File: src/assert_macros.svh
// ----------------------------------------------------------------------------
// assertion helpers for the pair keyed cache
// implication and next-cycle implication checks, clocked and reset aware
// ----------------------------------------------------------------------------
`ifndef ASSERT_MACROS_SVH
`define ASSERT_MACROS_SVH

`ifndef SYNTHESIS
// same-cycle implication
`define PKSC_ASSERT_IMP(lbl, clk, rst_n, ante, cons, msg) \
    lbl: assert property (@(posedge clk) disable iff (!rst_n) (ante) |-> (cons)) \
        else $error(msg);
// next-cycle implication
`define PKSC_ASSERT_NXT(lbl, clk, rst_n, ante, cons, msg) \
    lbl: assert property (@(posedge clk) disable iff (!rst_n) (ante) |=> (cons)) \
        else $error(msg);
`else
`define PKSC_ASSERT_IMP(lbl, clk, rst_n, ante, cons, msg)
`define PKSC_ASSERT_NXT(lbl, clk, rst_n, ante, cons, msg)
`endif

`endif

File: src/pksc_pkg.sv
`timescale 1ns / 1ps
// ----------------------------------------------------------------------------
// pksc_pkg
// shared constants, codes and width helpers of the pair keyed cache
// ----------------------------------------------------------------------------
package pksc_pkg;

    // default geometry
    localparam int SETS_DEF       = 1024;
    localparam int WAYS_DEF       = 4;
    localparam int VALUE_BITS_DEF = 32;
    localparam int QUEUE_DEPTH    = 2;

    // fixed field widths
    localparam int KIND_W     = 2;
    localparam int IDX_W      = 16;
    localparam int WORD_W     = 32;
    localparam int KEY_W      = 33;
    localparam int CFG_IDX_W  = 8;
    localparam int CFG_DATA_W = 16;

    // item kinds
    localparam logic [KIND_W-1:0] KIND_LOOKUP = 2'd0;
    localparam logic [KIND_W-1:0] KIND_FILL   = 2'd1;
    localparam logic [KIND_W-1:0] KIND_CLEAR  = 2'd2;

    // register indexes
    localparam logic [CFG_IDX_W-1:0] REG_CACHE_ENABLE  = 8'd0;
    localparam logic [CFG_IDX_W-1:0] REG_NUM_INSTANCES = 8'd1;

    // set index width for a given set count
    function automatic int addr_width(input int sets);
        addr_width = (sets > 1) ? $clog2(sets) : 1;
    endfunction

    // packed command: enable, kind, diag, set, tag, fill word
    function automatic int cmd_width(input int sets);
        cmd_width = 1 + KIND_W + 1 + addr_width(sets) + KEY_W + WORD_W;
    endfunction

endpackage

File: src/pksc_if.sv
`timescale 1ns / 1ps
// ----------------------------------------------------------------------------
// pksc channel interfaces
// request, result and register write channels with valid/ready handshake
// ----------------------------------------------------------------------------
interface pksc_req_if;
    import pksc_pkg::*;

    logic              valid;
    logic              ready;
    logic [KIND_W-1:0] kind;
    logic [IDX_W-1:0]  index_a;
    logic [IDX_W-1:0]  index_b;
    logic [WORD_W-1:0] fill_value;

    modport source (output valid, kind, index_a, index_b, fill_value, input ready);
    modport sink   (input valid, kind, index_a, index_b, fill_value, output ready);
endinterface


interface pksc_cfg_if;
    import pksc_pkg::*;

    logic                  valid;
    logic                  ready;
    logic [CFG_IDX_W-1:0]  index;
    logic [CFG_DATA_W-1:0] data;

    modport source (output valid, index, data, input ready);
    modport sink   (input valid, index, data, output ready);
endinterface

File: src/pksc_front.sv
`timescale 1ns / 1ps
// ----------------------------------------------------------------------------
// pksc_front
// accepts request beats, holds the registers, forms key, tag and set
// ----------------------------------------------------------------------------
module pksc_front
#(
    parameter int SETS   = pksc_pkg::SETS_DEF,
    localparam int ADDR_W = pksc_pkg::addr_width(SETS),
    localparam int CMD_W  = pksc_pkg::cmd_width(SETS)
)
(
    input  logic             clk,
    input  logic             rst_n,
    pksc_req_if.sink         req,
    pksc_cfg_if.sink         cfg,
    input  logic             clearing,
    output logic             push_valid,
    input  logic             push_ready,
    output logic [CMD_W-1:0] push_data
);

    import pksc_pkg::*;

    localparam bit IS_POW2 = ((SETS & (SETS - 1)) == 0);

    // reciprocal of the set count, sized so the quotient is exact for every key
    localparam int                SHIFT    = KEY_W + $clog2(SETS);
    localparam int                HALF_W   = (KEY_W + 2) / 2;
    localparam int                PART_W   = KEY_W + HALF_W;
    localparam int                PROD_W   = KEY_W + 2 * HALF_W;
    localparam logic [63:0]       RECIP    = ((64'd1 << SHIFT) / 64'(SETS)) + 64'd1;
    localparam logic [HALF_W-1:0] RECIP_LO = RECIP[HALF_W-1:0];
    localparam logic [HALF_W-1:0] RECIP_HI = RECIP[2*HALF_W-1:HALF_W];

    typedef enum logic [2:0] {F_IDLE, F_KEY, F_MLO, F_MHI, F_REM, F_PUSH} fstate_t;

    typedef struct packed {
        logic              enable;
        logic [KIND_W-1:0] kind;
        logic              diag;
        logic [ADDR_W-1:0] set_idx;
        logic [KEY_W-1:0]  tag;
        logic [WORD_W-1:0] fill;
    } cmd_t;

    fstate_t             state_reg;
    logic                enable_reg;
    logic [IDX_W-1:0]    ninst_reg;

    logic [IDX_W-1:0]    hi_reg;
    logic [WORD_W-1:0]   prod_reg;
    logic [KIND_W-1:0]   kind_reg;
    logic                diag_reg;
    logic                en_reg;
    logic [WORD_W-1:0]   fill_reg;
    logic [KEY_W-1:0]    key_reg;
    logic [PART_W-1:0]   part_reg;
    logic [KEY_W-1:0]    quot_reg;
    logic [ADDR_W-1:0]   rem_reg;

    logic                accept;
    logic                a_gt;
    logic [IDX_W-1:0]    hi;
    logic [IDX_W-1:0]    lo;
    logic [WORD_W-1:0]   prod;
    logic                diag;
    logic [KEY_W-1:0]    key;
    logic [KEY_W-1:0]    tag;
    logic [ADDR_W-1:0]   set_pow2;
    logic [PART_W-1:0]   part_lo;
    logic [PART_W-1:0]   part_hi;
    logic [PROD_W-1:0]   prod_full;
    logic [KEY_W-1:0]    quot;
    logic [KEY_W-1:0]    quot_sets;
    logic [ADDR_W-1:0]   rem_next;
    cmd_t                cmd;

    // register writes, always taken
    assign cfg.ready = 1'b1;

    always_ff @(posedge clk or negedge rst_n)
    begin
        if (!rst_n)
        begin
            enable_reg <= 1'b1;
            ninst_reg  <= IDX_W'(1);
        end
        else if (cfg.valid)
        begin
            case (cfg.index)
                REG_CACHE_ENABLE:  enable_reg <= cfg.data[0];
                REG_NUM_INSTANCES: ninst_reg  <= cfg.data;
                default: ;
            endcase
        end
    end

    // order the pair and multiply the smaller index
    assign accept = req.valid && req.ready;
    assign a_gt   = (req.index_a > req.index_b);
    assign hi     = a_gt ? req.index_a : req.index_b;
    assign lo     = a_gt ? req.index_b : req.index_a;
    assign prod   = WORD_W'(lo) * WORD_W'(ninst_reg);
    assign diag   = (req.kind inside {KIND_LOOKUP, KIND_FILL}) && (req.index_a == req.index_b);

    // key, tag and set from the registered product
    assign key      = KEY_W'(hi_reg) + KEY_W'(prod_reg);
    assign tag      = key + KEY_W'(1);
    assign set_pow2 = ADDR_W'(key & KEY_W'(SETS - 1));

    // set remainder: key times reciprocal in two halves, then key minus quotient times sets
    assign part_lo   = PART_W'(key_reg) * PART_W'(RECIP_LO);
    assign part_hi   = PART_W'(key_reg) * PART_W'(RECIP_HI);
    assign prod_full = {part_hi, {HALF_W{1'b0}}} + PROD_W'(part_reg);
    assign quot      = KEY_W'(prod_full >> SHIFT);
    assign quot_sets = quot_reg * KEY_W'(SETS);
    assign rem_next  = ADDR_W'(key_reg - quot_sets);

    assign req.ready  = (state_reg == F_IDLE) && !clearing;
    assign push_valid = ((state_reg == F_KEY) && IS_POW2) || (state_reg == F_PUSH);

    always_comb
    begin
        cmd.enable  = en_reg;
        cmd.kind    = kind_reg;
        cmd.diag    = diag_reg;
        cmd.set_idx = IS_POW2 ? set_pow2 : rem_reg;
        cmd.tag     = tag;
        cmd.fill    = fill_reg;
    end

    assign push_data = cmd;

    // sequencer
    always_ff @(posedge clk or negedge rst_n)
    begin
        if (!rst_n)
        begin
            state_reg <= F_IDLE;
        end
        else
        begin
            case (state_reg)
                F_IDLE:
                begin
                    if (accept)
                    begin
                        state_reg <= F_KEY;
                    end
                end
                F_KEY:
                begin
                    if (IS_POW2)
                    begin
                        if (push_ready)
                        begin
                            state_reg <= F_IDLE;
                        end
                    end
                    else
                    begin
                        state_reg <= F_MLO;
                    end
                end
                F_MLO:
                begin
                    state_reg <= F_MHI;
                end
                F_MHI:
                begin
                    state_reg <= F_REM;
                end
                F_REM:
                begin
                    state_reg <= F_PUSH;
                end
                F_PUSH:
                begin
                    if (push_ready)
                    begin
                        state_reg <= F_IDLE;
                    end
                end
                default:
                begin
                    state_reg <= F_IDLE;
                end
            endcase
        end
    end

    // item payload and remainder datapath
    always_ff @(posedge clk)
    begin
        if (accept)
        begin
            hi_reg   <= hi;
            prod_reg <= prod;
            kind_reg <= req.kind;
            diag_reg <= diag;
            en_reg   <= enable_reg;
            fill_reg <= req.fill_value;
        end
        if (state_reg == F_KEY)
        begin
            key_reg <= key;
        end
        if (state_reg == F_MLO)
        begin
            part_reg <= part_lo;
        end
        if (state_reg == F_MHI)
        begin
            quot_reg <= quot;
        end
        if (state_reg == F_REM)
        begin
            rem_reg <= rem_next;
        end
    end

endmodule

File: src/flat_wrapper.sv
// flat-port wrapper written by rule: the top's interface ports become plain ports
module pksc_front_flat import pksc_pkg::*;
#(
    parameter int SETS   = pksc_pkg::SETS_DEF,
    localparam int ADDR_W = pksc_pkg::addr_width(SETS),
    localparam int CMD_W  = pksc_pkg::cmd_width(SETS)
)
  (clk, rst_n, clearing, push_valid, push_ready, push_data, req_valid, req_kind, req_index_a, req_index_b, req_fill_value, req_ready, cfg_valid, cfg_index, cfg_data, cfg_ready);
  pksc_req_if req_i ();
  pksc_cfg_if cfg_i ();
  input  logic clk;
  input  logic rst_n;
  input  logic clearing;
  output logic push_valid;
  input  logic push_ready;
  output logic [CMD_W-1:0] push_data;
  input wire logic [$bits(req_i.valid)-1:0] req_valid;
  input wire logic [$bits(req_i.kind)-1:0] req_kind;
  input wire logic [$bits(req_i.index_a)-1:0] req_index_a;
  input wire logic [$bits(req_i.index_b)-1:0] req_index_b;
  input wire logic [$bits(req_i.fill_value)-1:0] req_fill_value;
  output wire logic [$bits(req_i.ready)-1:0] req_ready;
  input wire logic [$bits(cfg_i.valid)-1:0] cfg_valid;
  input wire logic [$bits(cfg_i.index)-1:0] cfg_index;
  input wire logic [$bits(cfg_i.data)-1:0] cfg_data;
  output wire logic [$bits(cfg_i.ready)-1:0] cfg_ready;
  assign req_i.valid = req_valid;
  assign req_i.kind = req_kind;
  assign req_i.index_a = req_index_a;
  assign req_i.index_b = req_index_b;
  assign req_i.fill_value = req_fill_value;
  assign req_ready = req_i.ready;
  assign cfg_i.valid = cfg_valid;
  assign cfg_i.index = cfg_index;
  assign cfg_i.data = cfg_data;
  assign cfg_ready = cfg_i.ready;
  pksc_front #(.SETS(SETS)) u_core (.clk(clk), .rst_n(rst_n), .req(req_i), .cfg(cfg_i), .clearing(clearing), .push_valid(push_valid), .push_ready(push_ready), .push_data(push_data));
endmodule
File: config.mk
export PLATFORM = sky130hd
export DESIGN_NAME = pksc_front_flat
export DESIGN_NICKNAME = d
export VERILOG_FILES = /design/src/assert_macros.svh /design/src/pksc_pkg.sv /design/src/pksc_if.sv /design/src/pksc_front.sv /design/src/flat_wrapper.sv
export SDC_FILE = /design/constraint.sdc
export NUM_CORES = 1
export LEC_CHECK = 0
export BUFFER_PORTS_ARGS = -buffer_cell sky130_fd_sc_hd__buf_4
export CAP_MARGIN = 20
export CORE_MARGIN = 3
export CORE_UTILIZATION = 55
export DETAILED_ROUTE_END_ITERATION = 7
export PLACE_DENSITY = 0.88
export SYNTH_ARGS = -nofsm -noshare
export SYNTH_HDL_FRONTEND = slang
export SYNTH_SLANG_ARGS = --single-unit
File: constraint.sdc
create_clock -name clk -period 6.6 [get_ports clk]
set_clock_uncertainty 0.15 [all_clocks]
set_input_delay 0.33 -clock clk [delete_from_list [all_inputs] [get_ports clk]]
set_output_delay 0.33 -clock clk [all_outputs]
set_load 0.01 [all_outputs]
== Word level (Yosys, flattened, before mapping) ==
Index checks and enable logic that the tools add are counted.
Word-level totals
  register bits after elaboration: 104
  bits in latches: 0
  memory bits (writable): 0
  bits in read-only memories: 0
  output and inout port bits: 82
  logic and storage cells: 41
  memories kept: 0
Operators by class
  add/subtract/negate cells: 2
  multiply operators: 1
  div/mod/pow operators: 0
  order comparisons: 1
  equal/unequal tests: 10
  shift operators: 0
  muxes and demuxes: 5
  bitwise logic cells: 0
  reductions and logical operators: 13
Operators by type and width (number)
  $add A16 B32 Y33: 1
  $add A33 B1 Y33 const B: 1
  $mul A16 B16 Y32: 1
  $mux W16: 2
  $eq A16 B16 Y1: 1
  $gt A16 B16 Y1: 1
  $pmux W3 S5: 1
  $eq A8 B1 Y1 const B: 1
  $logic_not A8 Y1: 1
  $eq A3 B2 Y1 const B: 2
  $eq A3 B3 Y1 const B: 2
  $mux W3: 2
  $reduce_and A2 Y1: 3
  $ne A2 B1 Y1 const B: 2
  $eq A3 B1 Y1 const B: 1
  $logic_and A1 B1 Y1: 3
  $logic_not A3 Y1: 1
  $eq A2 B1 Y1 const B: 1
  $logic_not A2 Y1: 1
  $reduce_bool A2 Y1: 1
  $reduce_or A2 Y1: 1
  $logic_not A1 Y1: 1
  $logic_or A1 B1 Y1: 1

== Depth between registers and ports, before layout ==
Gate-level depths: netlist of run 1.
  depth after elaboration: 5
  gate-level depth with buffers: 36

== Least setup slack after synthesis of run 1 ==
Ideal clock, no wire load.
  kind: in2reg
  from: in req_index_b[1]
  to: reg u_core.prod_reg[31] (data pin)
  library setup time: 0.260 ns
  arrival time: 8.166 ns
  required time: 6.190 ns
  path slack: -1.976 ns
  stages: 35
  cells stage by stage: inv_1 > ha_1 > nor2b_1 > o21a_1 > o21a_1 > o21a_1 > o21a_1 > o2111ai_1 > nand3_1 > a21oi_1 > buf_2 > mux2_2 > buf_2 > and2_1 > fa_1 > inv_1 > fa_1 > fa_1 > fa_1 > inv_1 > fa_1 > inv_1 > fa_1 > inv_1 > ha_1 > a21o_1 > a21oi_1 > nand2_1 > o211ai_1 > a2111oi_0 > o41ai_1 > o21a_1 > o21ai_0 > a21oi_1 > xnor2_1
On the way
  cells in the longest elaborated chain, start to end: 3
Ends and longest elaborated chain
  from (decl): RTL line flat_wrapper.sv:20  | input wire logic [$bits(req_i.index_b)-1:0] req_index_b;
  $gt A16 B16 Y1: RTL line pksc_front.sv:101  | assign a_gt = (req.index_a > req.index_b);
  $mux W16 (*): RTL line pksc_front.sv:103  | assign lo = a_gt ? req.index_b : req.index_a;
  $mul A16 B16 Y32 (*): RTL line pksc_front.sv:104  | assign prod = WORD_W'(lo) * WORD_W'(ninst_reg);
  via u_core.prod[31]: RTL line pksc_front.sv:66  | logic [WORD_W-1:0] prod;
  to (signal assigned): RTL line pksc_front.sv:199  | prod_reg <= prod;
  to (decl): RTL line pksc_front.sv:52  | logic [WORD_W-1:0] prod_reg;
The timed path passes the listed nets; every way through them passes the cells marked *.
A chain may end at the register's enable or synchronous reset.

== Final worst setup path of run 1 ==
  from: in req_index_a[0]
  to: reg u_core.prod_reg[29] (data pin)
On the way
  cells in the longest elaborated chain, start to end: 3
Ends and longest elaborated chain
  from (decl): RTL line flat_wrapper.sv:19  | input wire logic [$bits(req_i.index_a)-1:0] req_index_a;
  $gt A16 B16 Y1: RTL line pksc_front.sv:101
  $mux W16 (*): RTL line pksc_front.sv:103
  $mul A16 B16 Y32 (*): RTL line pksc_front.sv:104
  via u_core.prod[29]: RTL line pksc_front.sv:66
Marks and branches as above.

==> results.md, run 1 <==
* Nets@finish at 2298
* Routed len/inst at 21.7 microns
* Initial Utilization at 0.562
* Flops & latches, synth at 104
* EDFF count, synth at 84
* CTS tree: done
* Period utilization at 1.27
* Placed cell areas at 17700 sq um
* Vias in the first global route at 13979
* # setup viols final at 24
* Tightest Pin Transition at 1.13 ns
* Number of nets still failing antenna checks after routing at 0
* Worst Hold Class: input port to register
* Final min period at 8.38 ns
* Final instance area at 19100 sq um
* Clock sinks at 104
* Synth top area share at 0.265
* CTS Buf Count at 9
* Critical path class: input port to register
* Pwr Total at 3.37 mW
* Global placer's final weighted congestion at 1.02
* Cells after DPL at 2124
* Max FO, Critical Path at 6
* Std-Cell Rows at 59
* Pin count of the biggest net entering global routing at 84
* Gr usage total at 0.320
* Failing checks: DRC, setup timing
* Final number of hold-violating endpoints at 0
* Top Ports at 178
* Synth warn at 0
* Max Clock Freq at 119 MHz
* Register area share after synthesis at 0.206
* DP Worst Slack at -1.74 ns
* Root Driver: clkbuf_16
* R2r setup slk at -0.49 ns
* Netlist cell types at 84
* Most used DFF post-synth: edfxtp_1
* Max IR drop VDD at 0.000127 V
* Synth top cells by count: inv_1 (278), fa_1 (195), nand2_1 (185)
* Full die area at 28800 sq um
* CTS max path bufs at 2
* Avg Vias per Cell at 5.97
* Most common cell in the synthesized netlist: inv_1
* H-tree depth at 3
* Antenna Cells at 0
* Die Span X at 170 microns
* Hold Slack at 0.0331 ns
* Slowest Stage Delay on Critical Path at 0.59 ns
* Max-cap violations at 0
* Pwr dens at 177 nW/um^2
* Final slew viol count at 0
* Startpoint types: input port
* Area growth syn-to-layout at 29.8%
* Antenna violations before repair at 0
* Syn avg cell area at 9.74 sq um
* Async set-reset flop share out of synthesis at 0.192
* Post-Syn Nets at 1940
* DRC viols at 1
* Initial DRC Count at 1173
* DRT Pass-1 Iters at 8
* Leak pwr at 9.33 nW
* Port Buffers at 176
* Mapped Cells at 1512
* DPL Wire Length at 33100 microns
* CP Capture Type: register
* Non-Filler Instances at 2210
* Share of the core filled with cells at 0.729
* Synthesized cell area at 14700 sq um
* Share of layout cells above drive strength 1 at 0.311
* Grt ovf at 0
* Clk slew on worst S/H paths at 0.08 ns
* Setup_tns at -28.89 ns
* Routed WL at 47900 microns
* Critical-path top delay cell: fa_1
* Status: complete, but fails checks
* Worst-Skew Late Latency at 0.37 ns
* Dominant cells by area after synthesis: fa_1 (27%), edfxtp_1 (17%), ha_1 (12%)
* Slack of the critical path at -1.78 ns
* Slew headroom at 0.246
* Cell taking the most area after synthesis: fa_1
* Vias at 13196
* Chip Height at 170 microns
* Core Footprint at 26200 sq um
* Worst path arrival time at 8.34 ns
* Required time of the critical path at 6.56 ns
* RSZ-0062 raised after global routing: yes
* First-pass GRT wire length at 72200 microns
==> layout by cell type, fill, tap and decap left out, drive strengths merged, types with 11 or more instances in the layout <==
cell	netlist	routed
buf	23	358
inv	278	281
fa	195	195
nand2	185	185
ha	137	137
and2	133	133
edfxtp	84	84
mux2	50	52
a21oi	49	49
xnor2	46	46
nor2	35	35
dlygate4sd3	0	34
xor2	29	29
nand3	26	26
a21o	25	25
nor3	22	22
o21ai	22	22
dfrtp	18	18
o21a	11	11
==> cells by family after synthesis <==
family                     share of synthesized area
AOI/OAI and AO/OA                             0.0824
xor gates and xnor gates                      0.0456
adders and majority gates                      0.382
buffers and inverters                         0.0853
DFF                                            0.206
muxes                                         0.0389
other                                       0.000255
and+or+nand+nor                                0.160
==> power breakdown <==
| part | leakage (nW) | switching [mW] | internal, mW |
|---|---|---|---|
| Sequential | 1.05 | 0.0689 | 0.815 |
| Combinational | 8.13 | 1.05 | 0.859 |
| Clock | 0.154 | 0.309 | 0.276 |
==> metal layers <==
layer	up-vias	part of all wire	GRT usage
met5	-	0.00015	0.0117
met4	2	0.074	0.193
met3	279	0.090	0.0571
met2	928	0.49	0.560
met1	6405	0.34	0.364
li1	5582	-	-
==> final timing paths <==
| check | from | to | cells after the start |
|---|---|---|---|
| max in group asynchronous | rst_n | u_core.ninst_reg[0]$_DFFE_PN1P_ | 2 |
| setup reg to reg | u_core.ninst_reg[1]$_DFFE_PN0P_ | u_core.prod_reg[29]$_DFFE_PP_ | 22 |
| min in group asynchronous | rst_n | u_core.ninst_reg[12]$_DFFE_PN0P_ | 2 |
| setup / recovery | req_index_a[0] | u_core.prod_reg[29]$_DFFE_PP_ | 36 |
| hold / removal | cfg_data[9] | u_core.ninst_reg[9]$_DFFE_PN0P_ | 2 |
| hold reg to reg | u_core.enable_reg$_DFFE_PN1P_ | u_core.en_reg$_DFFE_PP_ | 0 |
==> final cells by class <==
type	instances	area, sq um
flip-flops and latches	104	3030
fillers	1563	7100
multi-input cells	1085	11100
clock buffers	9	225
inverters	278	1050
clock inverters	7	91.3
well taps	335	419
repair buffers	392	3190
==> repair_timing <==
item,in CTS,in global routing
endpoints found under the setup margin,23,25
endpoints found under the hold margin,53,0
pin swaps,45,91
setup buffers,29,21
cloned,3,1
hold buffers,34,0
gates resized for setup,60,63
==> critical path, delay by kind of cell <==
kind                       cells  cell delay [ns]
adders and majority gates      8             3.54
AOI/OAI and AO/OA             14             2.71
buffers and inverters          8             0.81
and+or+nand+nor                4             0.48
muxes                          1             0.34
xor gates and xnor gates       1             0.10
(Power assumes the default switching activity.)
==> run 2: changes to the inputs <==
SKIP_LAST_GASP = 1   (was unset)
==> results.md, run 2 (synthesized netlist as in run 1, its figures left out) <==
* Routed len/inst at 21.6 microns (about the same)
* Clk slew on worst S/H paths at 0.08 ns (about the same)
* Grt ovf at 0 (unchanged)
* Global placer's final weighted congestion at 1.02 (unchanged)
* Core Footprint at 26200 sq um (unchanged)
* Full die area at 28800 sq um (unchanged)
* Nets@finish at 2298 (unchanged)
* Area growth syn-to-layout at 29.8% (unchanged)
* Root Driver: clkbuf_16
* Placed cell areas at 17700 sq um (unchanged)
* Slowest Stage Delay on Critical Path at 0.59 ns (about the same)
* Final instance area at 19100 sq um (unchanged)
* R2r endpoint: u_core.prod_reg[29]$_DFFE_PP_
* Antenna violations before repair at 0 (unchanged)
* Status: complete, but fails checks
* Critical-path top delay cell: fa_1
* Required time of the critical path at 6.56 ns (about the same)
* Number of nets still failing antenna checks after routing at 0 (unchanged)
* Startpoint types: input port
* Setup_tns at -28.38 ns (+0.512 ns)
* Vias at 13173 (-0.17%)
* Routed WL at 47800 microns (about the same)
* Pwr Total at 3.37 mW (about the same)
* Initial DRC Count at 1205 (+2.7%)
* Most frequent cells in the layout: buf_4 (324), inv_1 (258), fa_1 (184)
* Max IR drop VDD at 0.000128 V (+0.95%)
* Share of layout cells above drive strength 1 at 0.311 (unchanged)
* First-pass GRT wire length at 72200 microns (unchanged)
* Final number of hold-violating endpoints at 0 (unchanged)
* Period utilization at 1.26 (-0.00684)
* Multi-input logic area at 11100 sq um (unchanged)
* Port Buffers at 176 (unchanged)
* Share of the core filled with cells at 0.729 (unchanged)
* Vias in the first global route at 13979 (unchanged)
* Chip Height at 170 microns (unchanged)
* Pin count of the biggest net entering global routing at 84 (unchanged)
* Hold_sp: cfg_data[9]
* CTS max path bufs at 2 (unchanged)
* Worst Hold End: u_core.ninst_reg[9]$_DFFE_PN0P_
* Avg Vias per Cell at 5.96 (-0.17%)
* Die Span X at 170 microns (unchanged)
* DRC viols at 0 (-1)
* Leak pwr at 9.33 nW (unchanged)
* Top Ports at 178 (unchanged)
* CTS tree: done
* Worst-Skew Late Latency at 0.37 ns (about the same)
* Critical path class: input port to register
* Clock sinks at 104 (unchanged)
* Sequential cell area at 3030 sq um (unchanged)
* CP Capture Type: register
* Tightest Pin Transition at 1.14 ns (+0.00460 ns)
* H-tree depth at 3 (unchanged)
* RSZ-0062 raised after global routing: yes
* Max-cap violations at 0 (unchanged)
* Gr usage total at 0.320 (unchanged)
* Most common cell after layout, fill and taps aside: buf_4
* Max Clock Freq at 120 MHz (+0.54%)
* Final slew viol count at 0 (unchanged)
* Pwr dens at 177 nW/um^2 (about the same)
* Initial Utilization at 0.562 (unchanged)
* Worst Hold Class: input port to register
* Top Family by Delay on Critical Path: adder cells
* Final min period at 8.33 ns (-0.0452 ns)
* R2r setup slk at -0.47 ns (+0.02 ns)
* RR Startpoint: u_core.ninst_reg[1]$_DFFE_PN0P_
* Slack of the critical path at -1.73 ns (+0.0452 ns)
* Hold path cells at 2 (unchanged)
* Worst r2r path cells at 22 (unchanged)
* Slew headroom at 0.243 (-0.00307)
* Antenna Cells at 0 (unchanged)
* Worst path arrival time at 8.29 ns (-0.05 ns)
* DPL Wire Length at 33100 microns (unchanged)
* Max FO, Critical Path at 6 (unchanged)
* Std-Cell Rows at 59 (unchanged)
* Fill count at 1563 (unchanged)
* CTS Buf Count at 9 (unchanged)
* # setup viols final at 24 (unchanged)
* CP bufs+invs at 8 (unchanged)
* DRT Pass-1 Iters at 5 (-3)
* Failing checks: setup timing
-- run 2: where the power goes --
group          internal [mW]  switching (mW)
registers              0.815          0.0687
logic                  0.859            1.05
clock network          0.276           0.308
-- run 2: worst max path at each step --
stage	startpoint	to	slack, ns	cells past startpoint
finish	req_index_b[1]	u_core.prod_reg[29]$_DFFE_PP_	-1.73	36
global route	req_index_a[0]	u_core.prod_reg[29]$_DFFE_PP_	-1.98	36
CTS	req_index_b[1]	u_core.prod_reg[29]$_DFFE_PP_	-1.34	36
detailed placement	req_index_b[1]	u_core.prod_reg[29]$_DFFE_PP_	-1.74	36
global placement	req_index_b[1]	u_core.prod_reg[29]$_DFFE_PP_	-1.57	34
floorplan	req_index_a[1]	u_core.prod_reg[28]$_DFFE_PP_	-1.26	34
-- run 2: what timing repair did --
item / CTS / global route
buffers inserted: 29 / 21
endpoints found under the setup margin: 23 / 25
endpoints found under the hold margin: 53 / 0
gates resized for setup: 60 / 63
gates cloned: 3 / 1
hold buffers: 34 / 0
pin swaps: 45 / 90
-- run 2: cell type report --
cell class	count	area share
Inverter	278	0.0549
Clock buffer	9	0.0118
Tap cell	335	0.0219
Multi-Input combinational cell	1085	0.581
Timing Repair Buffer	392	0.167
Sequential cell	104	0.158
Clock inverter	7	0.00478
-- run 2: through the flow --
step	hold WS, ns	worst slack, ns	cells
after CTS	0.0326	-1.34	2195
after detailed placement	0.0692	-1.74	2124
after global placement	0.0667	-1.57	2124
after global routing	0.0274	-1.98	2210
final	0.0330	-1.73	2210
after floorplan	-0.116	-1.26	1512
-- run 2: metal layers --
layer	wire length [microns]	GRT usage	vias to the layer above
met1	16500	0.364	6393
li1	-	-	5585
met3	4230	0.0571	279
met4	3570	0.193	2
met5	7	0.0117	-
met2	23500	0.560	914
