`src/assert_macros.svh`:
```
// ----------------------------------------------------------------------------
// assertion helpers for the pair keyed cache
// implication and next-cycle implication checks, clocked and reset aware
// ----------------------------------------------------------------------------
`ifndef ASSERT_MACROS_SVH
`define ASSERT_MACROS_SVH

`ifndef SYNTHESIS
// same-cycle implication
`define PKSC_ASSERT_IMP(lbl, clk, rst_n, ante, cons, msg) \
    lbl: assert property (@(posedge clk) disable iff (!rst_n) (ante) |-> (cons)) \
        else $error(msg);
// next-cycle implication
`define PKSC_ASSERT_NXT(lbl, clk, rst_n, ante, cons, msg) \
    lbl: assert property (@(posedge clk) disable iff (!rst_n) (ante) |=> (cons)) \
        else $error(msg);
`else
`define PKSC_ASSERT_IMP(lbl, clk, rst_n, ante, cons, msg)
`define PKSC_ASSERT_NXT(lbl, clk, rst_n, ante, cons, msg)
`endif

`endif

```
`src/pksc_pkg.sv`:
```
`timescale 1ns / 1ps
// ----------------------------------------------------------------------------
// pksc_pkg
// shared constants, codes and width helpers of the pair keyed cache
// ----------------------------------------------------------------------------
package pksc_pkg;

    // default geometry
    localparam int SETS_DEF       = 1024;
    localparam int WAYS_DEF       = 4;
    localparam int VALUE_BITS_DEF = 32;
    localparam int QUEUE_DEPTH    = 2;

    // fixed field widths
    localparam int KIND_W     = 2;
    localparam int IDX_W      = 16;
    localparam int WORD_W     = 32;
    localparam int KEY_W      = 33;
    localparam int CFG_IDX_W  = 8;
    localparam int CFG_DATA_W = 16;

    // item kinds
    localparam logic [KIND_W-1:0] KIND_LOOKUP = 2'd0;
    localparam logic [KIND_W-1:0] KIND_FILL   = 2'd1;
    localparam logic [KIND_W-1:0] KIND_CLEAR  = 2'd2;

    // register indexes
    localparam logic [CFG_IDX_W-1:0] REG_CACHE_ENABLE  = 8'd0;
    localparam logic [CFG_IDX_W-1:0] REG_NUM_INSTANCES = 8'd1;

    // set index width for a given set count
    function automatic int addr_width(input int sets);
        addr_width = (sets > 1) ? $clog2(sets) : 1;
    endfunction

    // packed command: enable, kind, diag, set, tag, fill word
    function automatic int cmd_width(input int sets);
        cmd_width = 1 + KIND_W + 1 + addr_width(sets) + KEY_W + WORD_W;
    endfunction

endpackage

```
`src/pksc_queue.sv`:
```
`timescale 1ns / 1ps
// ----------------------------------------------------------------------------
// pksc_queue
// short command queue between the front and the back end
// ----------------------------------------------------------------------------
module pksc_queue
#(
    parameter int WIDTH = 8,
    parameter int DEPTH = pksc_pkg::QUEUE_DEPTH,
    localparam int PTR_W = (DEPTH > 1) ? $clog2(DEPTH) : 1,
    localparam int CNT_W = $clog2(DEPTH + 1)
)
(
    input  logic             clk,
    input  logic             rst_n,
    input  logic             push_valid,
    output logic             push_ready,
    input  logic [WIDTH-1:0] push_data,
    output logic             pop_valid,
    input  logic             pop_ready,
    output logic [WIDTH-1:0] pop_data
);

    logic [WIDTH-1:0] slot_reg [DEPTH];
    logic [PTR_W-1:0] wr_ptr_reg;
    logic [PTR_W-1:0] rd_ptr_reg;
    logic [CNT_W-1:0] count_reg;
    logic             push_fire;
    logic             pop_fire;

    assign push_ready = (count_reg != CNT_W'(DEPTH));
    assign pop_valid  = (count_reg != '0);
    assign pop_data   = slot_reg[rd_ptr_reg];
    assign push_fire  = push_valid && push_ready;
    assign pop_fire   = pop_valid && pop_ready;

    // pointers and fill level
    always_ff @(posedge clk or negedge rst_n)
    begin
        if (!rst_n)
        begin
            wr_ptr_reg <= '0;
            rd_ptr_reg <= '0;
            count_reg  <= '0;
        end
        else
        begin
            if (push_fire)
            begin
                wr_ptr_reg <= (wr_ptr_reg == PTR_W'(DEPTH - 1)) ? '0 : wr_ptr_reg + PTR_W'(1);
            end
            if (pop_fire)
            begin
                rd_ptr_reg <= (rd_ptr_reg == PTR_W'(DEPTH - 1)) ? '0 : rd_ptr_reg + PTR_W'(1);
            end
            if (push_fire && !pop_fire)
            begin
                count_reg <= count_reg + CNT_W'(1);
            end
            else if (pop_fire && !push_fire)
            begin
                count_reg <= count_reg - CNT_W'(1);
            end
        end
    end

    // slot storage
    always_ff @(posedge clk)
    begin
        if (push_fire)
        begin
            slot_reg[wr_ptr_reg] <= push_data;
        end
    end

endmodule

```
`config.mk`:
```
export PLATFORM = sky130hd
export DESIGN_NAME = pksc_queue
export DESIGN_NICKNAME = d
export VERILOG_FILES = /design/src/assert_macros.svh /design/src/pksc_pkg.sv /design/src/pksc_queue.sv
export SDC_FILE = /design/constraint.sdc
export NUM_CORES = 1
export LEC_CHECK = 0
export BUFFER_PORTS_ARGS = -buffer_cell sky130_fd_sc_hd__buf_2
export CORE_MARGIN = 3
export CORE_UTILIZATION = 55
export CTS_BUF_LIST = sky130_fd_sc_hd__clkbuf_4 sky130_fd_sc_hd__clkbuf_8
export DETAILED_ROUTE_END_ITERATION = 6
export PLACE_DENSITY = 0.87
export SYNTH_ARGS = -nofsm -noshare
export SYNTH_HDL_FRONTEND = slang
export SYNTH_SLANG_ARGS = --single-unit
```
`constraint.sdc`:
```
create_clock -name clk -period 3.3 [get_ports clk]
set_input_delay 0.33 -clock clk [delete_from_list [all_inputs] [get_ports clk]]
set_output_delay 0.33 -clock clk [all_outputs]
set_load 0.03 [all_outputs]
```
# --- After elaboration in Yosys (flattened, before gate mapping) ---
# Memory sizes are Yosys's and may differ from the RTL's.
# Index checks and enable logic that the tools add are counted.
word_totals:
  ff_bits: 4
  latch_bits: 0
  ramBits: 16
  romBits: 0
  in_bits: 12
  output_inout_bits: 10
  wordCells: 23
  mem_count: 1
memory_table:
  columns: ["name", "depth", "word_bits", "read_ports", "rd_clocked_by_memory_dff", "wr", "line", "source"]
  rows:
  - ["slot_reg", 2, 8, 1, 0, 1, "pksc_queue.sv:24", "logic [WIDTH-1:0] slot_reg [DEPTH];"]
classes:
  add_sub_neg: 4
  mul: 0
  n_div: 0
  magnitude_cmp: 0
  eq_ne: 1
  n_shift: 0
  n_mux: 6
  bitwise: 0
  n_reduce_logical: 8
ops:
  columns: ["op", "n"]
  rows:
  - ["1-bit logical AND", 4]
  - ["1-bit 2-to-1 mux", 4]
  - ["2-bit 2-to-1 mux", 2]
  - ["2-bit nonzero test", 2]
  - ["1-bit adder (second input constant)", 2]
  - ["2-bit by 1-bit adder with 2-bit output (second input constant)", 1]
  - ["1-bit logical NOT", 2]
  - ["2-bit != test (second input constant)", 1]
  - ["2-bit by 1-bit subtractor with 2-bit output (second input constant)", 1]

# --- Depth between registers and ports, before layout ---
# Gate-level depths: netlist (run 1).
depth:
  word_depth: 6
  depth_mapped: 7
  ltp_nobuf: 7

# --- Worst setup path after synthesis (run 1) ---
# OpenSTA, ideal clock, no wires.
synth_path:
  path_kind: "register to register"
  from: "register count_reg[0]"
  to: "memory slot_reg[0][0], enable pin"
  setup_time_ps: 370
  t_arrival_ps: 1074
  required_time_ps: 2930
  setup_slack_ps: 1856
  path_stages_with_launch: 4
  n_path_buf: 0
  period_less_slack_ps: 1444
  cell_sequence: "dfrtp_1 > nand2b_4 > nand2_1 > nor2_1"
synth_via:
  elab_chain_len: 4
synth_lines:
  columns: ["item", "line", "source"]
  rows:
  - ["start: declaration", "pksc_queue.sv:27", "logic [CNT_W-1:0] count_reg;"]
  - ["start signal: assignment", "pksc_queue.sv:58", "count_reg <= count_reg + CNT_W'(1);"]
  - ["start signal: assignment", "pksc_queue.sv:62", "count_reg <= count_reg - CNT_W'(1);"]
  - ["2-bit != test", "pksc_queue.sv:31", "assign push_ready = (count_reg != CNT_W'(DEPTH));"]
  - ["net push_ready", "pksc_queue.sv:17", "output logic push_ready,"]
  - ["1-bit logical AND", "pksc_queue.sv:34", "assign push_fire = push_valid && push_ready;"]
  - ["1-bit 2-to-1 mux", "pksc_queue.sv:70", "if (push_fire)"]
  - ["1-bit 2-to-1 mux (not written as such)", "pksc_queue.sv:72", "slot_reg[wr_ptr_reg] <= push_data;"]
  - ["end: declaration", "pksc_queue.sv:24", null]
# The timed path passes the listed nets, and every way through them passes these cells.

# --- Final worst setup path (run 1) ---
layout_path:
  from: "register rd_ptr_reg"
  to: "output pop_data[2]"
layout_via:
  elab_chain_len: 1
layout_lines:
  columns: ["item", "line", "source"]
  rows:
  - ["start: declaration", "pksc_queue.sv:26", "logic [PTR_W-1:0] rd_ptr_reg;"]
  - ["start signal: assignment", "pksc_queue.sv:54", "rd_ptr_reg <= (rd_ptr_reg == PTR_W'(DEPTH - 1)) ? '0 : rd_ptr_reg + PTR_W'(1);"]
  - ["memory 2 x 8 bit", null, null]
  - ["end: declaration", "pksc_queue.sv:21", "output logic [WIDTH-1:0] pop_data"]
# No other way between the ends.

==> results of run 1 <==
==> layer usage <==
metal  track usage [%]  wire length, microns
met1             17.32                   486
met2             24.13                   598
met3             3.734                    73
met4             7.229                    24
met5                 0                     0
==> cells by family (layout without fill, tap and decap cells) <==
group | count (synthesis) | in the layout | synth area share (%)
AND/OR/NAND/NOR | 7 | 7 | 6.518
multiplexers | 8 | 8 | 11.45
buffers and inverters | 2 | 27 | 1.112
XOR/XNOR | 5 | 5 | 5.565
adder cells (fa/ha/maj) | 1 | 1 | 1.590
flip-flops | 20 | 20 | 73.77
==> cell usage in the layout (no fill, tap or decap) <==
cell type      count
and3_1             1
buf_2             21
clkbuf_4           4
dfrtp_1            4
dlygate4sd3_1      1
edfxtp_1          16
ha_1               1
inv_1              1
mux2_2             8
nand2_1            1
nand2_4            1
nand2b_4           1
nor2_1             2
or2_4              1
xnor2_1            3
xor2_1             2
==> through the flow <==
step           hold WS, ps  power, mW
6_report             219.9     0.8922
5_1_grt              204.2     0.9427
4_1_cts              214.7     0.9018
3_5_place_dp         140.2     0.7788
3_3_place_gp         142.5     0.7684
2_1_floorplan        34.41     0.6916
==> repair_timing <==
action,4_1_cts,5_1_grt
hold endpoints to repair,4,0
gates resized for setup,0,0
setup buffers,0,0
hold buffers,1,0
==> worst max-delay path by stage <==
stage	startpoint	to	slack, ps	depth (start not counted)
global placement	count_reg[0]	slot_reg[0][1]	1830	3
CTS	rd_ptr_reg	pop_data[4]	1530	2
finish	rd_ptr_reg	pop_data[2]	1550	2
detailed placement	count_reg[0]	slot_reg[0][1]	1750	3
global route	rd_ptr_reg	pop_data[4]	1460	2
floorplan	count_reg[0]	slot_reg[0][0]	1860	3
==> where the power goes <==
group	leakage, nW	total, mW	internal, mW	switching, mW
Clock	0.0184	0.121	0.0552	0.0655
Combinational	0.177	0.364	0.149	0.215
Sequential	0.195	0.408	0.353	0.0545
Total	0.391	0.892	0.558	0.335
==> layout make-up <==
type | count | area share, %
clock buffer | 4 | 3.175
inverter | 1 | 0.3968
multi-input combinational | 21 | 20.90
timing repair buffer | 22 | 12.17
sequential | 20 | 61.38
tap | 15 | 1.984
==> worst max-delay path: cells and delay by family, from the launching register on <==
family                 cells  cell delay, ps
buffers and inverters      1             180
DFF                        1             580
muxes                      1             380
==> out/metrics.cfg, run 1 <==
[synth]
netlist_top_cells_count=edfxtp_1 (16), mux2_2 (8), dfrtp_1 (4)
ys_async_sr_fraction_pct=20.00
yosysTopAreaCell=edfxtp_1
yosys_warnings=0
ys_ff_latch=20
netlist.area_leader.share_pct=61.05
ys.flop_type=edfxtp_1
synth_edf_count=16
yosysMostFrequentCell=edfxtp_1
synth_nets=56
synth_cells=43
yosys-top-cells-area=edfxtp_1 (61%), dfrtp_1 (13%), mux2_2 (11%)
synthDistinctLibCells=14
yosysSeqAreaShare_pct=73.77
synth_area_sq_um=787.0
avgSynthCellArea_sq_um=18.30

[detailed_routing]
ant_nets=0
wire_per_inst_microns=14.24
drtIter0Drc=0
drtPass1Iterations=1
via_per_inst=5.000
drcViolationCount=0
vias=415
wl_microns=1182

[global_route]
overflow=0
grt_pass1_vias=427
grt_pass1_wl_microns=1932
grt_max_degree=12
antenna_found_initial=0
grt_usage_pct=14.51

[worst_setup_path]
rrSetupSlack_ps=1760
rr_worst_depth=3
critPathMaxFanout=9
regToRegEndpoint=slot_reg[0][5]
crit_slowest_cell=dfrtp_1
rr_startpoint=count_reg[0]
crit_chain=mux2_2 -> buf_2
crit_type=flip-flop to output pin
start_kind=flip-flop
worstPathRequired_ps=2970
arrival_ps=1420
critPathCaptureType=output pin
max_stage_delay_ps=580

[place]
place_area_sq_um=905.9
portBuffers=21
hpwl_microns=854.5
dp_cells=78
gp_congestion=0.7491
pre_cts_ws_ps=1752

[power_and_ir_drop]
p_leak_nw=0.3910
ir_worst_vdd_mv=0.5173
p_per_area_nw_per_um2=943.2

[timing]
fin_worst_skew_ps=7.155
max_freq_mhz=570.5
rsz0062_at_grt=no
finalCriticalPeriod_ps=1753
setup_slack_ps=1547
timing.final.crit_share_pct=53.11
hold_viol=0
maxSlewViolCount=0
fin_tns_setup_ps=0
tightest_slew_ps=630.9
max_slew_margin_pct=57.78
setup_viol_count_final=0

[final_layout]
multiInputGateArea_sq_um=197.7
diodes=0
finish.utilization_pct=71.79
finalNonFillerCells=83
synthToLayoutAreaGrowth_pct=20.19
fillers=86
design_area_sq_um=945.9
fin_nets=82
largest_reg_flops=16
regArea_sq_um=580.6
layout-drive-gt1-share_pct=52.94

[min_path]
min_to=slot_reg[1][0]
hold_path.startpoint=push_data[0]
holdPathStages=1
hp-class=input port to flip-flop

[clock_network]
cts_sinks=20
cts_tree=yes
clk_path_buf_depth=2
htreeDepth=1
insertion_delay_ps=290
cts-buffers-inserted=3
root_buffer=clkbuf_4
path_clk_slew_ps=100

[die]
die_area_sq_um=1921
num_rows=13
die_w_microns=43.83
core_region_area_sq_um=1318
die_y_microns=43.83
io_pins=22
initial_utilization_pct=59.73

[status]
status=complete, no violations

[run]
maxCapViolations=0

(Power assumes the default switching activity.)
==> run 2, diff against run 1 <==
--- a/config.mk
+++ b/config.mk
@@ -7,10 +7,10 @@
 export LEC_CHECK = 0
 export BUFFER_PORTS_ARGS = -buffer_cell sky130_fd_sc_hd__buf_2
 export CORE_MARGIN = 3
-export CORE_UTILIZATION = 55
+export CORE_UTILIZATION = 47
 export CTS_BUF_LIST = sky130_fd_sc_hd__clkbuf_4 sky130_fd_sc_hd__clkbuf_8
 export DETAILED_ROUTE_END_ITERATION = 6
-export PLACE_DENSITY = 0.87
+export PLACE_DENSITY = 0.79
 export SYNTH_ARGS = -nofsm -noshare
 export SYNTH_HDL_FRONTEND = slang
 export SYNTH_SLANG_ARGS = --single-unit
==> constraint.sdc (replaced) <==
create_clock -name clk -period 1.5 [get_ports clk]
set_input_delay 0.15 -clock clk [delete_from_list [all_inputs] [get_ports clk]]
set_output_delay 0.15 -clock clk [all_outputs]
set_load 0.03 [all_outputs]
==> run 2 against run 1 <==
Effect of this change: count of clock-buffer cells in the layout down 1; sequential power up 110%; global-route usage down 1.8 points; highest routed layer unchanged; combinational power rose to 2.8 times the previous value; power up 140%.
==> out/metrics.cfg, run 2 (same netlist as run 1, synthesis figures left out) <==
[die]
num_rows=14  ; +1
core_region_area_sq_um=1541  ; +17%
die_w_microns=46.92  ; +7.1%
initial_utilization_pct=51.06  ; -8.7 points
io_pins=22  ; unchanged
die_y_microns=46.92  ; +7.1%
die_area_sq_um=2201  ; +15%

[global_route]
grt_usage_pct=12.68  ; -1.8 points
grt_pass1_wl_microns=1828  ; -5.4%
overflow=0  ; unchanged
grt_max_degree=12  ; unchanged
grt_pass1_vias=429  ; +0.47%
antenna_found_initial=0  ; unchanged

[detailed_routing]
drtPass1Iterations=3  ; +2
via_per_inst=4.892  ; -2.2%
ant_nets=0  ; unchanged
drtIter0Drc=7  ; +7
wire_per_inst_microns=13.28  ; -6.8%
drcViolationCount=0  ; unchanged
vias=455  ; +9.6%
wl_microns=1235  ; +4.5%

[place]
pre_cts_ws_ps=94.94  ; -1657 ps
dp_cells=83  ; +6.4%
hpwl_microns=918.9  ; +7.5%
portBuffers=21  ; unchanged
gp_congestion=0.7071  ; -5.6%

[status]
status=complete, no violations

[min_path]
min_to=slot_reg[1][5]
holdPathStages=1  ; unchanged
hp-class=input port to flip-flop
hold_path.startpoint=push_data[5]

[clock_network]
cts-buffers-inserted=3  ; unchanged
root_buffer=clkbuf_4
path_clk_slew_ps=100  ; about the same
cts_tree=yes
insertion_delay_ps=290  ; about the same
cts_sinks=20  ; unchanged
clk_path_buf_depth=2  ; unchanged
htreeDepth=1  ; unchanged

[worst_setup_path]
arrival_ps=1310  ; -110 ps
rrSetupSlack_ps=90  ; -1670 ps
worstPathRequired_ps=1350  ; -1620 ps
start_kind=flip-flop
critPathCaptureType=output pin
crit_type=flip-flop to output pin
regToRegEndpoint=count_reg[1]
rr_worst_depth=6  ; +3
critPathMaxFanout=3  ; -6
rr_startpoint=count_reg[1]
worstSetupStartpoint=rd_ptr_reg

[final_layout]
synthToLayoutAreaGrowth_pct=29.89
diodes=0  ; unchanged
final_cell_mix=buf_2 (18), edfxtp_1 (16), buf_4 (12), mux2_2 (8)
fin_nets=91  ; +11%
largest_reg_flops=16  ; unchanged
final_common_cell=buf_2
finish.utilization_pct=66.31  ; -5.5 points
finalNonFillerCells=93  ; +12%
fillers=117  ; +36%
layout-drive-gt1-share_pct=59.74  ; +6.8 points

[power_and_ir_drop]
p_leak_nw=0.4347  ; +11%
p_per_area_nw_per_um2=2081  ; +120%
totalPowerFinal_mw=2.127  ; +140%
ir_worst_vdd_mv=0.8634  ; +67%

[timing]
maxSlewViolCount=0  ; unchanged
max_freq_mhz=684.3
setup_slack_ps=38.64  ; -1509 ps
rsz0062_at_grt=yes
hold_viol=0  ; unchanged
finalCriticalPeriod_ps=1461
max_slew_margin_pct=87.47  ; +30 points
setup_viol_count_final=0  ; unchanged
tightest_slew_ps=187.9  ; -443.0 ps
fin_worst_skew_ps=1.440  ; -5.716 ps
whs_ps=41.82  ; -178.1 ps
timing.final.crit_share_pct=97.42

[run]
maxCapViolations=0  ; unchanged

==> run 2: worst max path at each step <==
| stage | end | slack [ps] | depth (start not counted) |
|---|---|---|---|
| 3_3_place_gp | count_reg[1] | 130 | 6 |
| 6_report | pop_data[6] | 40 | 3 |
| 5_1_grt | pop_data[3] | -20 | 3 |
| 2_1_floorplan | slot_reg[0][0] | 60 | 3 |
| 4_1_cts | pop_data[4] | 5 | 2 |
| 3_5_place_dp | count_reg[1] | 90 | 7 |
==> run 2: where the power goes <==
part / internal [mW] / leakage, nW / switching [mW] / total, mW
Clock: 0.0967 / 0.0154 / 0.146 / 0.242
Sequential: 0.779 / 0.194 / 0.0857 / 0.865
Combinational: 0.478 / 0.225 / 0.542 / 1.02
==> run 2: layer usage <==
layer,track usage (%),part of all wire (%),routed length (microns),vias to the layer above
li1,-,-,-,223
met1,13.65,39,487,219
met2,20.60,54,671,11
met3,4.981,4.7,58,2
met4,8.287,1.5,18,0
met5,0,0,0,-
==> run 2: worst max-delay path, stage by stage (launching register included) <==
cell     delay, ps
dfrtp_2        390
buf_4          130
mux2_2         330
buf_2          180
==> run 2: layout make-up <==
type,instances,area (sq um),share of cell area (%)
sequential,20,581.8,56.92
multi-input combinational,21,200.2,19.58
timing repair buffer,31,190.2,18.60
clock buffer,3,22.52,2.203
tap,16,20.02,1.958
clock inverter,1,3.754,0.3672
inverter,1,3.754,0.3672
==> run 2: per-stage QoR <==
step	area, sq um	setup TNS (ps)
floorplan	787.0	0
global placement	937.1	0
detailed placement	937.1	0
CTS	984.7	0
global route	1022	-74.17
finish	1022	0
==> run 2: repair_timing <==
item	4_1_cts	5_1_grt
pin swaps	0	1
buffers inserted	1	4
endpoints found under the setup margin	8	9
hold buffers	1	0
gates resized for setup	2	7
hold endpoints to repair	4	0
gates cloned	0	0
==> run 3, diff against run 2 <==
--- a/config.mk
+++ b/config.mk
@@ -7,10 +7,10 @@
 export LEC_CHECK = 0
 export BUFFER_PORTS_ARGS = -buffer_cell sky130_fd_sc_hd__buf_2
 export CORE_MARGIN = 3
-export CORE_UTILIZATION = 47
+export CORE_UTILIZATION = 55
 export CTS_BUF_LIST = sky130_fd_sc_hd__clkbuf_4 sky130_fd_sc_hd__clkbuf_8
 export DETAILED_ROUTE_END_ITERATION = 6
-export PLACE_DENSITY = 0.79
+export PLACE_DENSITY = 0.87
 export SYNTH_ARGS = -nofsm -noshare
 export SYNTH_HDL_FRONTEND = slang
 export SYNTH_SLANG_ARGS = --single-unit
==> constraint.sdc (replaced) <==
create_clock -name clk -period 1.7 [get_ports clk]
set_input_delay 0.17 -clock clk [delete_from_list [all_inputs] [get_ports clk]]
set_output_delay 0.17 -clock clk [all_outputs]
set_load 0.03 [all_outputs]
==> run 3 against run 2 <==
Effect of this change: sequential share of layout area grew 4.0 points; register-to-register slack improved by 150 ps; clock skew barely moved; sequential cell count is the same; critical path type unchanged; largest power group is now sequential cells; highest routed layer is now met3.
==> out/metrics.cfg, run 3 (same netlist as run 1, synthesis figures left out) <==
[power_and_ir_drop]
intPower_mw=1.093  ; -19%
switching_share_pct=37.05  ; +0.70 points
p_per_area_nw_per_um2=1821  ; -12%
pwr-share-clk_pct=13.1  ; +1.7 points
p_leak_nw=0.3962  ; -8.8%
seq_power_share_pct=45.2  ; +4.5 points
combPwrFrac_pct=41.7  ; -6.2 points
ir_worst_vdd_mv=1.056  ; +22%
netSwitchingPower_uw=643.2  ; -17%

[die]
io_pins=22  ; unchanged
core_region_area_sq_um=1318  ; -15%
die_w_microns=43.83  ; -6.6%
initial_utilization_pct=59.73  ; +8.7 points
die_y_microns=43.83  ; -6.6%
num_rows=13  ; -1
die_area_sq_um=1921  ; -13%

[final_layout]
fillers=91  ; -22%
largest_reg_flops=16  ; unchanged
layout-drive-gt1-share_pct=53.62  ; -6.1 points
final_cell_mix=buf_2 (21), edfxtp_1 (16), mux2_2 (8), clkbuf_4 (4), dfrtp_1 (4)
synthToLayoutAreaGrowth_pct=21.14
diodes=0  ; unchanged
design_area_sq_um=953.4  ; -6.7%
fin_nets=83  ; -8.8%
final_common_cell=buf_2

[worst_setup_path]
max_stage_delay_ps=580  ; +190 ps
rr_startpoint=count_reg[0]
critPathCaptureType=output pin
cp_top_family=flip-flops
start_kind=flip-flop
crit_slowest_cell=dfrtp_1
critPathMaxFanout=9  ; +6
worstSetupStartpoint=rd_ptr_reg
crit_chain=mux2_2 -> buf_2
path_buf_inv=1  ; -1
crit_type=flip-flop to output pin
rr_worst_depth=7  ; +1
arrival_ps=1420  ; +110 ps
worstPathRequired_ps=1530  ; +180 ps
regToRegEndpoint=count_reg[1]
rrSetupSlack_ps=240  ; +150 ps

[timing]
setup_slack_ps=105.2  ; +66.60 ps
fin_tns_setup_ps=0  ; unchanged
setup_viol_count_final=0  ; unchanged
rsz0062_at_grt=no
max_freq_mhz=627.1
fin_worst_skew_ps=1.248  ; -0.1917 ps
whs_ps=70.17  ; +28.34 ps
timing.final.crit_share_pct=93.81
finalCriticalPeriod_ps=1595
maxSlewViolCount=0  ; unchanged
hold_viol=0  ; unchanged
max_slew_margin_pct=75.09  ; -12 points
tightest_slew_ps=373.7  ; +185.8 ps

[place]
portBuffers=21  ; unchanged
hpwl_microns=815.2  ; -11%
gp_congestion=0.6424  ; -9.2%
place_area_sq_um=913.4  ; -2.5%
pre_cts_ws_ps=254.6  ; +159.6 ps

[global_route]
overflow=0  ; unchanged
grt_pass1_vias=421  ; -1.9%
grt_max_degree=12  ; unchanged
grt_usage_pct=12.97  ; +0.29 points
grt_pass1_wl_microns=1752  ; -4.2%
antenna_found_initial=0  ; unchanged

[min_path]
hp-class=input port to flip-flop
holdPathStages=1  ; unchanged
hold_path.startpoint=push_data[5]
min_to=slot_reg[1][5]

[detailed_routing]
drtPass1Iterations=3  ; unchanged
vias=407  ; -11%
ant_nets=0  ; unchanged
wl_microns=1072  ; -13%
drtIter0Drc=6  ; -1
drcViolationCount=0  ; unchanged
wire_per_inst_microns=12.76  ; -3.9%
via_per_inst=4.845  ; -0.97%

[run]
maxCapViolations=0  ; unchanged

[status]
status=complete, no violations

[clock_network]
path_clk_slew_ps=100  ; about the same
cts_sinks=20  ; unchanged
clk_path_buf_depth=2  ; unchanged
root_buffer=clkbuf_4
cts_tree=yes
htreeDepth=1  ; unchanged
insertion_delay_ps=280  ; about the same
post_cts_buffers=0  ; -1
cts-buffers-inserted=3  ; unchanged

## run 3: how the worst max path moves through the flow
stage,end,slack (ps),depth (start not counted)
after global placement,count_reg[1],330,6
after global routing,pop_data[1],30,2
after detailed placement,count_reg[1],250,7
final,pop_data[6],110,2
after floorplan,slot_reg[0][0],260,3
after CTS,pop_data[6],90,2
## run 3: layout make-up
class	count	area, sq um	area share, %
inverters	1	3.754	0.3937
multi-input cells	21	197.7	20.73
repair buffers	23	122.6	12.86
flip-flops and latches	20	580.6	60.89
clock buffers	4	30.03	3.150
well taps	15	18.77	1.969
## run 3: repair_timing
item / in CTS / in global routing
gates resized for setup: 0 / 0
hold endpoints to repair: 4 / 0
hold buffers: 1 / 0
## run 3: power by group through the flow
| stage | Sequential, mW | Combinational [mW] | Clock (mW) |
|---|---|---|---|
| floorplan | 0.745 | 0.597 | 0 |
| global placement | 0.791 | 0.712 | 0 |
| detailed placement | 0.796 | 0.728 | 0 |
| CTS | 0.785 | 0.734 | 0.237 |
| global route | 0.806 | 0.779 | 0.260 |
| finish | 0.784 | 0.723 | 0.228 |
## run 3: routing by layer
metal / GRT usage, % / share of wire [%] / wire length, microns
met5: 0 / 0 / 0
met4: 1.807 / 0 / 0
met3: 3.734 / 7.5 / 80
met2: 24.42 / 53 / 567
met1: 14.65 / 40 / 424
## run 3: metrics by stage
stage,utilization [%],total power [mW],cells
3_3_place_gp,69.33,1.503,79
2_1_floorplan,-,1.343,43
4_1_cts,72.36,1.757,84
6_report,72.36,1.736,84
5_1_grt,72.36,1.844,84
3_5_place_dp,69.33,1.523,79
## run 3: worst reg2reg max path: cells and delay by family, from the launching register on
kind | cells | cell delay (ps)
XOR/XNOR | 2 | 310
adder cells (fa/ha/maj) | 1 | 200
buffers and inverters | 1 | 60
flip-flops | 1 | 430
AND/OR/NAND/NOR | 3 | 390
